===== config.mk =====
export PLATFORM = sky130hd
export DESIGN_NAME = ethernet_ipv4_header_classifier
export DESIGN_NICKNAME = d
export VERILOG_FILES = /design/src/sv/ehc_pkg.sv /design/src/sv/ehc_front.sv /design/src/sv/ehc_queue.sv /design/src/sv/ehc_back.sv /design/src/sv/ethernet_ipv4_header_classifier.sv
export SDC_FILE = /design/constraint.sdc
export NUM_CORES = 1
export LEC_CHECK = 0
export ABC_CLOCK_PERIOD_IN_PS = 28700
export BUFFER_PORTS_ARGS = -buffer_cell sky130_fd_sc_hd__clkbuf_2
export CAP_MARGIN = 5
export CORE_UTILIZATION = 40
export CTS_CLUSTER_DIAMETER = 200
export DETAILED_ROUTE_END_ITERATION = 8
export SYNTH_ARGS = -nofsm -noshare
export SYNTH_HDL_FRONTEND = slang
export SYNTH_SLANG_ARGS = --single-unit

===== constraint.sdc =====
create_clock -name clk -period 28.7 [get_ports clk]
set_clock_uncertainty 0.15 [all_clocks]
set_input_delay 4.305 -clock clk [delete_from_list [all_inputs] [get_ports clk]]
set_output_delay 4.305 -clock clk [all_outputs]
set_load 0.05 [all_outputs]

===== src/sv/ehc_pkg.sv =====
// ----------------------------------------------------------------------------
// ehc_pkg
// Shared types and constants of the Ethernet/IPv4 header classifier.
// ----------------------------------------------------------------------------
package ehc_pkg;

    localparam logic [15:0] LINK_THRESHOLD = 16'd1500;
    localparam logic [15:0] TYPE_IPV4      = 16'd2048;
    localparam logic [15:0] TYPE_ARP       = 16'd2054;
    localparam logic [15:0] TYPE_IPV6      = 16'd34525;
    localparam logic [15:0] NET_OFFSET     = 16'd14;
    localparam logic [7:0]  PROTO_ICMP     = 8'd1;
    localparam logic [7:0]  PROTO_TCP      = 8'd6;
    localparam logic [7:0]  PROTO_UDP      = 8'd17;
    localparam logic [3:0]  MIN_IHL        = 4'd5;

    localparam logic [2:0] CAT_OTHER_LINK  = 3'd0;
    localparam logic [2:0] CAT_ARP         = 3'd1;
    localparam logic [2:0] CAT_IPV6        = 3'd2;
    localparam logic [2:0] CAT_OTHER_NET   = 3'd3;
    localparam logic [2:0] CAT_ICMP        = 3'd4;
    localparam logic [2:0] CAT_TCP         = 3'd5;
    localparam logic [2:0] CAT_UDP         = 3'd6;
    localparam logic [2:0] CAT_OTHER_TRANS = 3'd7;

    // Raw per-frame capture, handed from the parser to the queue
    typedef struct packed {
        logic [47:0] dst_mac;
        logic [47:0] src_mac;
        logic [15:0] type_word;
        logic [31:0] ip_src;
        logic [31:0] ip_dst;
        logic [15:0] sport;
        logic [15:0] dport;
        logic [1:0]  flags;
        logic [3:0]  hdr_words;
        logic [7:0]  proto;
        logic [15:0] length;
    } raw_rec_t;

    // Finished classification record
    typedef struct packed {
        logic [2:0]  category;
        logic [47:0] dst_mac;
        logic [47:0] src_mac;
        logic [15:0] type_or_length;
        logic [31:0] ip_source;
        logic [31:0] ip_destination;
        logic [15:0] source_port;
        logic [15:0] destination_port;
        logic        syn_seen;
        logic        fin_seen;
        logic [15:0] frame_length;
        logic        truncated;
    } res_rec_t;

    typedef struct packed {
        logic empty;
        logic full;
    } q_status_t;

endpackage


===== src/sv/ehc_front.sv =====
// ----------------------------------------------------------------------------
// ehc_front
// Byte-serial parser: tracks position and captures header fields per frame.
// ----------------------------------------------------------------------------
module ehc_front (
    input  logic              clk,
    input  logic              rst_n,
    input  logic              in_valid,
    output logic              in_stall,
    input  logic [7:0]        frame_byte,
    input  logic              frame_last,
    input  ehc_pkg::q_status_t q_status,
    output logic              push,
    output ehc_pkg::raw_rec_t push_rec
);

    logic [15:0] pos_reg;
    logic [15:0] pos_next;
    ehc_pkg::raw_rec_t cap_reg;
    ehc_pkg::raw_rec_t cap_next;
    logic        accept;
    logic [6:0]  t_start;
    logic [15:0] t_off;
    logic        port_win;

    assign in_stall = q_status.full;
    assign accept   = in_valid && !q_status.full;

    always_comb
    begin
        pos_next = (pos_reg == 16'hFFFF) ? pos_reg : pos_reg + 16'd1;
        t_start  = 7'd14 + {1'b0, cap_reg.hdr_words, 2'b00};
        t_off    = pos_reg - {9'd0, t_start};
        port_win = (cap_reg.hdr_words >= ehc_pkg::MIN_IHL) && (pos_reg > 16'd14)
                   && (pos_reg >= {9'd0, t_start});
        cap_next = cap_reg;
        cap_next.length = pos_next;

        if (pos_reg < 16'd6)
        begin
            cap_next.dst_mac = {cap_reg.dst_mac[39:0], frame_byte};
        end
        else if (pos_reg < 16'd12)
        begin
            cap_next.src_mac = {cap_reg.src_mac[39:0], frame_byte};
        end
        else if (pos_reg < 16'd14)
        begin
            cap_next.type_word = {cap_reg.type_word[7:0], frame_byte};
        end
        else if (pos_reg == 16'd14)
        begin
            cap_next.hdr_words = (frame_byte[3:0] < ehc_pkg::MIN_IHL) ?
                                 ehc_pkg::MIN_IHL : frame_byte[3:0];
        end
        else if (pos_reg == 16'd23)
        begin
            cap_next.proto = frame_byte;
        end
        else if (pos_reg >= 16'd26 && pos_reg < 16'd30)
        begin
            cap_next.ip_src = {cap_reg.ip_src[23:0], frame_byte};
        end
        else if (pos_reg >= 16'd30 && pos_reg < 16'd34)
        begin
            cap_next.ip_dst = {cap_reg.ip_dst[23:0], frame_byte};
        end

        // transport header window, relative to the IPv4 header length
        if (port_win)
        begin
            if (t_off < 16'd2)
            begin
                cap_next.sport = {cap_reg.sport[7:0], frame_byte};
            end
            else if (t_off < 16'd4)
            begin
                cap_next.dport = {cap_reg.dport[7:0], frame_byte};
            end
            if (t_off == 16'd13)
            begin
                cap_next.flags = frame_byte[1:0];
            end
        end
    end

    assign push     = accept && frame_last;
    assign push_rec = cap_next;

    always_ff @(posedge clk or negedge rst_n)
    begin
        if (!rst_n)
        begin
            pos_reg <= '0;
            cap_reg <= '0;
        end
        else if (accept)
        begin
            if (frame_last)
            begin
                pos_reg <= '0;
                cap_reg <= '0;
            end
            else
            begin
                pos_reg <= pos_next;
                cap_reg <= cap_next;
            end
        end
    end

endmodule


===== src/sv/ehc_queue.sv =====
// ----------------------------------------------------------------------------
// ehc_queue
// Two-entry queue of raw frame captures between parser and classifier.
// ----------------------------------------------------------------------------
module ehc_queue (
    input  logic               clk,
    input  logic               rst_n,
    input  logic               push,
    input  ehc_pkg::raw_rec_t  push_rec,
    input  logic               pop,
    output ehc_pkg::raw_rec_t  head_rec,
    output ehc_pkg::q_status_t q_status
);

    ehc_pkg::raw_rec_t entry_reg [2];
    logic       wr_ptr_reg;
    logic       rd_ptr_reg;
    logic [1:0] count_reg;
    logic [1:0] count_next;

    assign q_status.empty = (count_reg == 2'd0);
    assign q_status.full  = (count_reg == 2'd2);
    assign head_rec       = entry_reg[rd_ptr_reg];

    always_comb
    begin
        count_next = count_reg;
        if (push && !pop)
        begin
            count_next = count_reg + 2'd1;
        end
        else if (pop && !push)
        begin
            count_next = count_reg - 2'd1;
        end
    end

    always_ff @(posedge clk)
    begin
        if (push)
        begin
            entry_reg[wr_ptr_reg] <= push_rec;
        end
    end

    always_ff @(posedge clk or negedge rst_n)
    begin
        if (!rst_n)
        begin
            wr_ptr_reg <= 1'b0;
            rd_ptr_reg <= 1'b0;
            count_reg  <= 2'd0;
        end
        else
        begin
            if (push)
            begin
                wr_ptr_reg <= ~wr_ptr_reg;
            end
            if (pop)
            begin
                rd_ptr_reg <= ~rd_ptr_reg;
            end
            count_reg <= count_next;
        end
    end

    a_count_range: assert property (@(posedge clk) disable iff (!rst_n)
        count_reg != 2'd3)
        else $error("queue count out of range");

    a_no_overflow: assert property (@(posedge clk) disable iff (!rst_n)
        push |-> (count_reg != 2'd2))
        else $error("push into full queue");

    a_no_underflow: assert property (@(posedge clk) disable iff (!rst_n)
        pop |-> (count_reg != 2'd0))
        else $error("pop from empty queue");

endmodule


===== src/sv/ehc_back.sv =====
// ----------------------------------------------------------------------------
// ehc_back
// Classifies a queued capture, masks short fields and holds the result.
// ----------------------------------------------------------------------------
module ehc_back (
    input  logic               clk,
    input  logic               rst_n,
    input  ehc_pkg::raw_rec_t  head_rec,
    input  ehc_pkg::q_status_t q_status,
    output logic               pop,
    output logic               out_valid,
    input  logic               out_stall,
    output ehc_pkg::res_rec_t  res
);

    logic              valid_reg;
    ehc_pkg::res_rec_t res_reg;
    ehc_pkg::res_rec_t res_next;
    logic [15:0]       n;
    logic [15:0]       t_start;
    logic [15:0]       type_w;
    logic [7:0]        proto_w;
    logic              ipv4;

    always_comb
    begin
        n        = head_rec.length;
        t_start  = ehc_pkg::NET_OFFSET + {10'd0, head_rec.hdr_words, 2'b00};
        type_w   = (n >= 16'd14) ? head_rec.type_word : 16'd0;
        proto_w  = (n >= 16'd24) ? head_rec.proto : 8'd0;
        ipv4     = (type_w == ehc_pkg::TYPE_IPV4);
        res_next = '0;
        res_next.dst_mac        = (n >= 16'd6)  ? head_rec.dst_mac : 48'd0;
        res_next.src_mac        = (n >= 16'd12) ? head_rec.src_mac : 48'd0;
        res_next.type_or_length = type_w;
        res_next.frame_length   = n;
        res_next.truncated      = (n < 16'd14);

        if (type_w < ehc_pkg::LINK_THRESHOLD)
        begin
            res_next.category = ehc_pkg::CAT_OTHER_LINK;
        end
        else if (type_w == ehc_pkg::TYPE_ARP)
        begin
            res_next.category = ehc_pkg::CAT_ARP;
        end
        else if (type_w == ehc_pkg::TYPE_IPV6)
        begin
            res_next.category = ehc_pkg::CAT_IPV6;
        end
        else if (!ipv4)
        begin
            res_next.category = ehc_pkg::CAT_OTHER_NET;
        end
        else
        begin
            case (proto_w)
                ehc_pkg::PROTO_ICMP: res_next.category = ehc_pkg::CAT_ICMP;
                ehc_pkg::PROTO_TCP:  res_next.category = ehc_pkg::CAT_TCP;
                ehc_pkg::PROTO_UDP:  res_next.category = ehc_pkg::CAT_UDP;
                default:             res_next.category = ehc_pkg::CAT_OTHER_TRANS;
            endcase
            if (n < 16'd34)
            begin
                res_next.truncated = 1'b1;
            end
            if (n >= 16'd30)
            begin
                res_next.ip_source = head_rec.ip_src;
            end
            if (n >= 16'd34)
            begin
                res_next.ip_destination = head_rec.ip_dst;
            end
        end

        if (res_next.category == ehc_pkg::CAT_TCP || res_next.category == ehc_pkg::CAT_UDP)
        begin
            if (n >= t_start + 16'd2)
            begin
                res_next.source_port = head_rec.sport;
            end
            if (n >= t_start + 16'd4)
            begin
                res_next.destination_port = head_rec.dport;
            end
            else
            begin
                res_next.truncated = 1'b1;
            end
            if (res_next.category == ehc_pkg::CAT_TCP)
            begin
                if (n >= t_start + 16'd14)
                begin
                    res_next.syn_seen = head_rec.flags[1];
                    res_next.fin_seen = head_rec.flags[0];
                end
                else
                begin
                    res_next.truncated = 1'b1;
                end
            end
        end
    end

    assign pop       = !q_status.empty && (!valid_reg || !out_stall);
    assign out_valid = valid_reg;
    assign res       = res_reg;

    always_ff @(posedge clk or negedge rst_n)
    begin
        if (!rst_n)
        begin
            valid_reg <= 1'b0;
        end
        else if (pop)
        begin
            valid_reg <= 1'b1;
        end
        else if (!out_stall)
        begin
            valid_reg <= 1'b0;
        end
    end

    always_ff @(posedge clk)
    begin
        if (pop)
        begin
            res_reg <= res_next;
        end
    end

    a_flags_tcp_only: assert property (@(posedge clk) disable iff (!rst_n)
        (valid_reg && (res_reg.syn_seen || res_reg.fin_seen))
        |-> (res_reg.category == ehc_pkg::CAT_TCP))
        else $error("TCP flags on non-TCP record");

    a_ports_l4_only: assert property (@(posedge clk) disable iff (!rst_n)
        (valid_reg && (res_reg.source_port != 16'd0 || res_reg.destination_port != 16'd0))
        |-> (res_reg.category == ehc_pkg::CAT_TCP || res_reg.category == ehc_pkg::CAT_UDP))
        else $error("ports on non-TCP/UDP record");

    a_ip_ipv4_only: assert property (@(posedge clk) disable iff (!rst_n)
        (valid_reg && (res_reg.ip_source != 32'd0 || res_reg.ip_destination != 32'd0))
        |-> (res_reg.type_or_length == ehc_pkg::TYPE_IPV4))
        else $error("IPv4 addresses on non-IPv4 record");

endmodule


===== src/sv/ethernet_ipv4_header_classifier.sv =====
// ----------------------------------------------------------------------------
// ethernet_ipv4_header_classifier
// Parses captured frames byte by byte and emits one header record per frame.
// ----------------------------------------------------------------------------
//  channel | handshake             | payload
//  --------+-----------------------+---------------------------------------
//  in      | in_valid / in_stall   | frame_byte, frame_last
//  out     | out_valid / out_stall | category .. truncated (one per frame)
//
// One byte is taken every cycle while in_stall is low; the parser's position
// counter and capture registers update on each accepted byte.
// A frame's record is queued on its last byte and moves into the output register
// when that register is empty or not stalled; the two-entry queue absorbs output stalls.
// in_stall rises only when the queue holds two records.
// Reset clears the parser state, the queue pointers and out_valid.
module ethernet_ipv4_header_classifier (
    input  logic        clk,
    input  logic        rst_n,
    input  logic        in_valid,
    output logic        in_stall,
    input  logic [7:0]  frame_byte,
    input  logic        frame_last,
    output logic        out_valid,
    input  logic        out_stall,
    output logic [2:0]  category,
    output logic [47:0] dst_mac,
    output logic [47:0] src_mac,
    output logic [15:0] type_or_length,
    output logic [31:0] ip_source,
    output logic [31:0] ip_destination,
    output logic [15:0] source_port,
    output logic [15:0] destination_port,
    output logic        syn_seen,
    output logic        fin_seen,
    output logic [15:0] frame_length,
    output logic        truncated
);

    ehc_pkg::q_status_t q_status;
    ehc_pkg::raw_rec_t  push_rec;
    ehc_pkg::raw_rec_t  head_rec;
    ehc_pkg::res_rec_t  res;
    logic               push;
    logic               pop;

    ehc_front u_front (
        .clk        (clk),
        .rst_n      (rst_n),
        .in_valid   (in_valid),
        .in_stall   (in_stall),
        .frame_byte (frame_byte),
        .frame_last (frame_last),
        .q_status   (q_status),
        .push       (push),
        .push_rec   (push_rec)
    );

    ehc_queue u_queue (
        .clk      (clk),
        .rst_n    (rst_n),
        .push     (push),
        .push_rec (push_rec),
        .pop      (pop),
        .head_rec (head_rec),
        .q_status (q_status)
    );

    ehc_back u_back (
        .clk       (clk),
        .rst_n     (rst_n),
        .head_rec  (head_rec),
        .q_status  (q_status),
        .pop       (pop),
        .out_valid (out_valid),
        .out_stall (out_stall),
        .res       (res)
    );

    assign category         = res.category;
    assign dst_mac          = res.dst_mac;
    assign src_mac          = res.src_mac;
    assign type_or_length   = res.type_or_length;
    assign ip_source        = res.ip_source;
    assign ip_destination   = res.ip_destination;
    assign source_port      = res.source_port;
    assign destination_port = res.destination_port;
    assign syn_seen         = res.syn_seen;
    assign fin_seen         = res.fin_seen;
    assign frame_length     = res.frame_length;
    assign truncated        = res.truncated;

endmodule

======== Word-level counts from Yosys, hierarchy flattened ========
Memories as Yosys holds them, arrays and structs flattened.
Cells that the tools add are included.
word-level totals
  input port bits ......................... 13
  word-level logic and storage cells ...... 153
  latch bits .............................. 0
  output and inout port bits .............. 232
  memory bits (read-only) ................. 0
  RAM bits ................................ 476
  register bits ........................... 473
  memories kept ........................... 1
cells by class
  bitwise logic cells ..................... 5
  add/subtract/negate cells ............... 9
  $lt $le $gt $ge ......................... 25
  $mul .................................... 0
  div/mod/pow operators ................... 0
  shift-type cells ........................ 0
  equality and inequality tests ........... 14
  mux-type cells .......................... 48
  reduce and logical (&&, ||, !) cells .... 24
memories
  memory             words  bits a word  read ports  clocked after Yosys merged registers in  write ports  line             source
  u_queue.entry_reg  2      238          1           0                                        1            ehc_queue.sv:15  ehc_pkg::raw_rec_t entry_reg [2];
operators by type and width
  operator                 count
  $mux W238                1
  $mux W64                 3
  $mux W128                1
  $mux W16                 7
  $mux W32                 3
  $mux W48                 2
  $mux W80                 1
  $ge A16 B5 Y1 const B    4
  $ge A16 B16 Y1           3
  $lt A16 B4 Y1 const B    3
  $mux W12                 3
  $mux W34                 1
  $eq A16 B12 Y1 const B   2
  $eq A16 B16 Y1 const B   2
  $eq A16 B4 Y1 const B    2
  $ge A16 B4 Y1 const B    2
  $lt A16 B3 Y1 const B    2
  $lt A16 B6 Y1 const B    2
  $mux W8                  3
  $add A16 B1 Y16 const B  1
  $add A16 B2 Y16 const B  1
  $add A16 B3 Y16 const B  1
  $add A16 B4 Y16 const B  1
  $eq A16 B5 Y1 const B    1
  33 further kinds         73

======== Logic depth before layout (Yosys ltp) ========
An unclocked memory read counts as a cell.
  depth after elaboration ................. 12
  mapped depth ............................ 17
  depth with buffers taken out ............ 13

======== Cells and area by module ========
A second synthesis with hierarchy kept.
unflattened totals
  cell total of the unflattened synthesis .. 2476
  area, all modules ....................... 40044.7 um^2
modules (own cells, without submodules)
  module     times used  area each (um^2)  sequential area each (um^2)  cells an instance
  ehc_queue  1           18260.0           14393.8                      757
  ehc_front  1           12514.5           5955.7                       1144
  ehc_back   1           9270.1            6931.6                       575

======== Worst setup path after synthesis ========
OpenSTA, ideal clock, no wires.
  path type ............................... input-to-reg
  start ................................... input frame_last
  end ..................................... memory u_queue.entry_reg[0][0] (netlist name) (enable)
  setup slack ............................. 12871 ps
  data arrival time ....................... 14837 ps
  required time ........................... 27708 ps
  buffers on the path ..................... 2
  setup time .............................. 842 ps
  cell stages on the path ................. 4
  path through ............................ clkbuf_1 clkbuf_1 nand2_1 nor2_1
between the ends
  longest elaborated chain between the ends .. 3
ends and longest elaborated chain
  what                           line                                   source
  start, declared                ethernet_ipv4_header_classifier.sv:22  input logic frame_last,
  $logic_and A1 B1 Y1            ehc_front.sv:87                        assign push = accept && frame_last;
  $mux W1                        ehc_queue.sv:40                        if (push)
  $mux W1 (not written as such)  ehc_queue.sv:42                        entry_reg[wr_ptr_reg] <= push_rec;
  end, declared                  ehc_queue.sv:15
No other way between the ends.

======== Worst setup path after layout ========
  start ................................... input frame_last
  end ..................................... memory u_queue.entry_reg[0][169] (netlist name) (enable)
Same word-level chain as after synthesis.

==> flow_summary.yaml <==
sta:
  hold_viol_final: 0
  slew_headroom: 0.1676
  fmax_mhz: 131.2
  fin_crit_sh: 0.2655
  rsz0062_at_grt: "false"
  slew_violations: 0
  whs_ps: 353.0
  post-route-min-period_ps: 7620
  worst_pin_slew_ps: 1249
  setup_viol: 0
  fin_tns_setup_ps: 0
drt:
  ant_nets: 0
  drcViolationCount: 0
  drt-initial-drc-count: 1680
  post_drt_wl_per_cell_um: 21.63
  routed_wl_mm: 86.30
  num_vias: 21454
  drt-pass1-iter-count: 5
  via_per_inst: 5.377
worst_setup_path:
  reg2reg_to: "u_back.res[38]$_SDFFCE_PN0P_"
  crit_slowest_cell: "buf_4"
  cp_max_fo: 77
  cp-start-kind: "primary input"
  ff2ff_path_depth: 8
  slowest_delay_ps: 950
  crit_buf_inv: 4
  cp_cell_sequence: "clkbuf_2 > buf_4 > nand2_1 > nor2_4 > buf_4 > buf_4"
  crit_type: "in2reg"
  r2r_start: "u_queue.rd_ptr_reg$_DFFE_PN0P_"
  cp_common_cell: "buf_4"
  crit_arrival_ps: 7740
  reg2reg_setup_slack_ps: 23280
  cp-startpoint: "frame_last"
  endpoint_kind: "flip-flop"
  cp.required_ps: 28820
  critical-path-top-delay-family: "buffers and inverters"
hold_path:
  hp-start: "u_front.cap_reg[236]$_DFFE_PN0P_"
  hold_class: "reg2reg"
  holdPathEnd: "u_front.cap_reg[236]$_DFFE_PN0P_"
  min_path_cells: 1
power:
  peakVddDrop_uv: 71.14
  power_density_nw_per_um2: 98.92
  p_leak_nw: 17.52
layout:
  syn_to_final_growth_pct: 15.35
  largest_reg_flops: 476
  drive_above_1_share: 0.2607
  n_fill_cell: 8181
  nNetsFinal: 2677
yosys:
  yosysSeqAreaShare: 0.7079
  synth_fp_nets: 2454
  syn-instance-count: 2415
  synth_edf_count: 706
  synth.distinct_cells: 85
  ys_seq_elements: 949
  synth_flop_cell: "edfxtp_1"
  yosys.area.top_type: "edfxtp_1"
  synth_top_cell_area_share: 0.5501
  synth-async-reset-ratio: 0.2561
  avgSynthCellArea_um2: 15.96
  synth_area_um2: 38540
  yosys_warnings: 0
  synthTopCellsByArea: "edfxtp_1 (55%), dfrtp_1 (16%), mux2_2 (6.7%)"
floorplanning:
  pin_count: 245
  rows: 113
  start_util: 0.4050
  dieWidth_um: 312.4
  die-area_um2: 97590
  core-area_um2: 95150
  die_h_um: 312.4
status:
  status: "completed"
grt:
  antenna_found_initial: 5
  grt_pass1_wl_mm: 133.4
  first_global_vias: 22069
  grt_max_degree: 197
  grt.overflow.total: 0
  grtUsageTotal: 0.1760
clocking:
  cts_resized: 0
  cts_buffer_depth: 3
  clockRootBuffer: "clkbuf_16"
  cts_made_buffers: 100
  cts_max_level: 3
  cts.sinks: 949
  worstSkewPairLatency_ps: 670
  cts-hold-fix-buffers: 0
  tritoncts: "built"
  post_cts_buffers: 0
  clkTransAtPathRegs_ps: 60
placed_design:
  portBuffers: 244
  dp_hpwl_mm: 52.49
  gp_congestion: 0.8469
flow_run:
  maxCapViolCount: 0
layout by cell type (no fill, tap or decap), types with 11 or more instances in the layout:
cell | synthesis | final
a211oi_1 | 12 | 11
a21oi_1 | 22 | 21
a221o_1 | 18 | 18
a22o_1 | 194 | 194
buf_4 | 3 | 27
bufinv_16 | 0 | 12
clkbuf_1 | 99 | 26
clkbuf_16 | 0 | 101
clkbuf_2 | 0 | 243
clkbuf_8 | 0 | 12
clkinv_2 | 0 | 14
dfrtp_1 | 243 | 242
edfxtp_1 | 706 | 706
ha_1 | 25 | 25
inv_1 | 31 | 30
mux2_2 | 228 | 228
mux2i_1 | 214 | 214
nand2_1 | 48 | 47
nand3_1 | 12 | 12
nand4_1 | 14 | 14
nand4b_1 | 19 | 19
nor2_1 | 223 | 219
nor2_2 | 20 | 20
nor3b_1 | 28 | 28
o21ai_0 | 23 | 23
o311ai_0 | 16 | 16
xnor2_1 | 11 | 11
xor2_1 | 14 | 14
where the power goes:
group          switching [mW]  internal, mW
Sequential              0.115          1.80
Clock                   0.533         0.791
Combinational           0.880         0.281
metrics by stage:
step | cell area (um2) | instances | util | total power, mW | setup slack, ps
finish | 44450 | 3990 | 0.4672 | 4.397 | 21080
global route | 44450 | 3988 | 0.4671 | 4.590 | 20790
CTS | 44450 | 3988 | 0.4671 | 4.459 | 21060
detailed placement | 41030 | 3801 | 0.4312 | 3.125 | 20360
global placement | 41030 | 3801 | 0.4312 | 3.105 | 20460
floorplan | 38540 | 2415 | - | 2.838 | 12870
routing by layer:
metal	track usage	wire length, um	part of all wire
met1	0.2425	38090	0.44
met3	0.03066	4432	0.051
met5	0	0	0
met4	0.04701	1820	0.021
met2	0.2878	41960	0.49
cells in the mapped netlist (all sizes together) (25+ instances only):
master    n
a22o    194
buf      53
clkbuf   99
dfrtp   243
edfxtp  706
ha       25
inv      31
mux2    238
mux2i   214
nand2    48
nor2    243
nor3b    29
final cells by class:
type	count	area, um2	area share
Timing Repair Buffer	273	1474	0.03316
Tap cell	1265	1583	0.03560
Sequential cell	949	27280	0.6138
Clock buffer	139	2790	0.06277
Inverter	31	123.9	0.002786
Antenna cell	2	5.005	0.0001126
Clock inverter	48	626.9	0.01410
Multi-Input combinational cell	1283	10570	0.2377
how the worst max path moves through the flow:
stage | to | slack, ps | cells past startpoint
2_1_floorplan | u_queue.entry_reg[0][0]$_DFFE_PP_ | 12870 | 4
3_3_place_gp | u_queue.entry_reg[0][168]$_DFFE_PP_ | 20460 | 6
3_5_place_dp | u_queue.entry_reg[0][174]$_DFFE_PP_ | 20360 | 6
4_1_cts | u_queue.entry_reg[0][160]$_DFFE_PP_ | 21060 | 6
5_1_grt | u_queue.entry_reg[0][140]$_DFFE_PP_ | 20790 | 6
6_report | u_queue.entry_reg[0][169]$_DFFE_PP_ | 21080 | 6
logic make-up (layout without fill, tap and decap cells):
logic type	count (synthesis)	after routing	share of synthesized area
adders and majority gates	26	26	0.008636
AOI/OAI and AO/OA	337	337	0.07364
muxes	452	452	0.1251
other	0	2	0
xor gates and xnor gates	25	25	0.005682
DFF	949	949	0.7079
and+or+nand+nor	443	443	0.05864
buffers and inverters	183	491	0.02036
worst register-to-register path: cells and delay by family, from the launching register on:
kind | cells | cell delay, ps
buffers and inverters | 2 | 1810
AOI/OAI and AO/OA | 3 | 1260
DFF | 1 | 820
and+or+nand+nor | 3 | 1080
(Power assumes the default switching activity.)
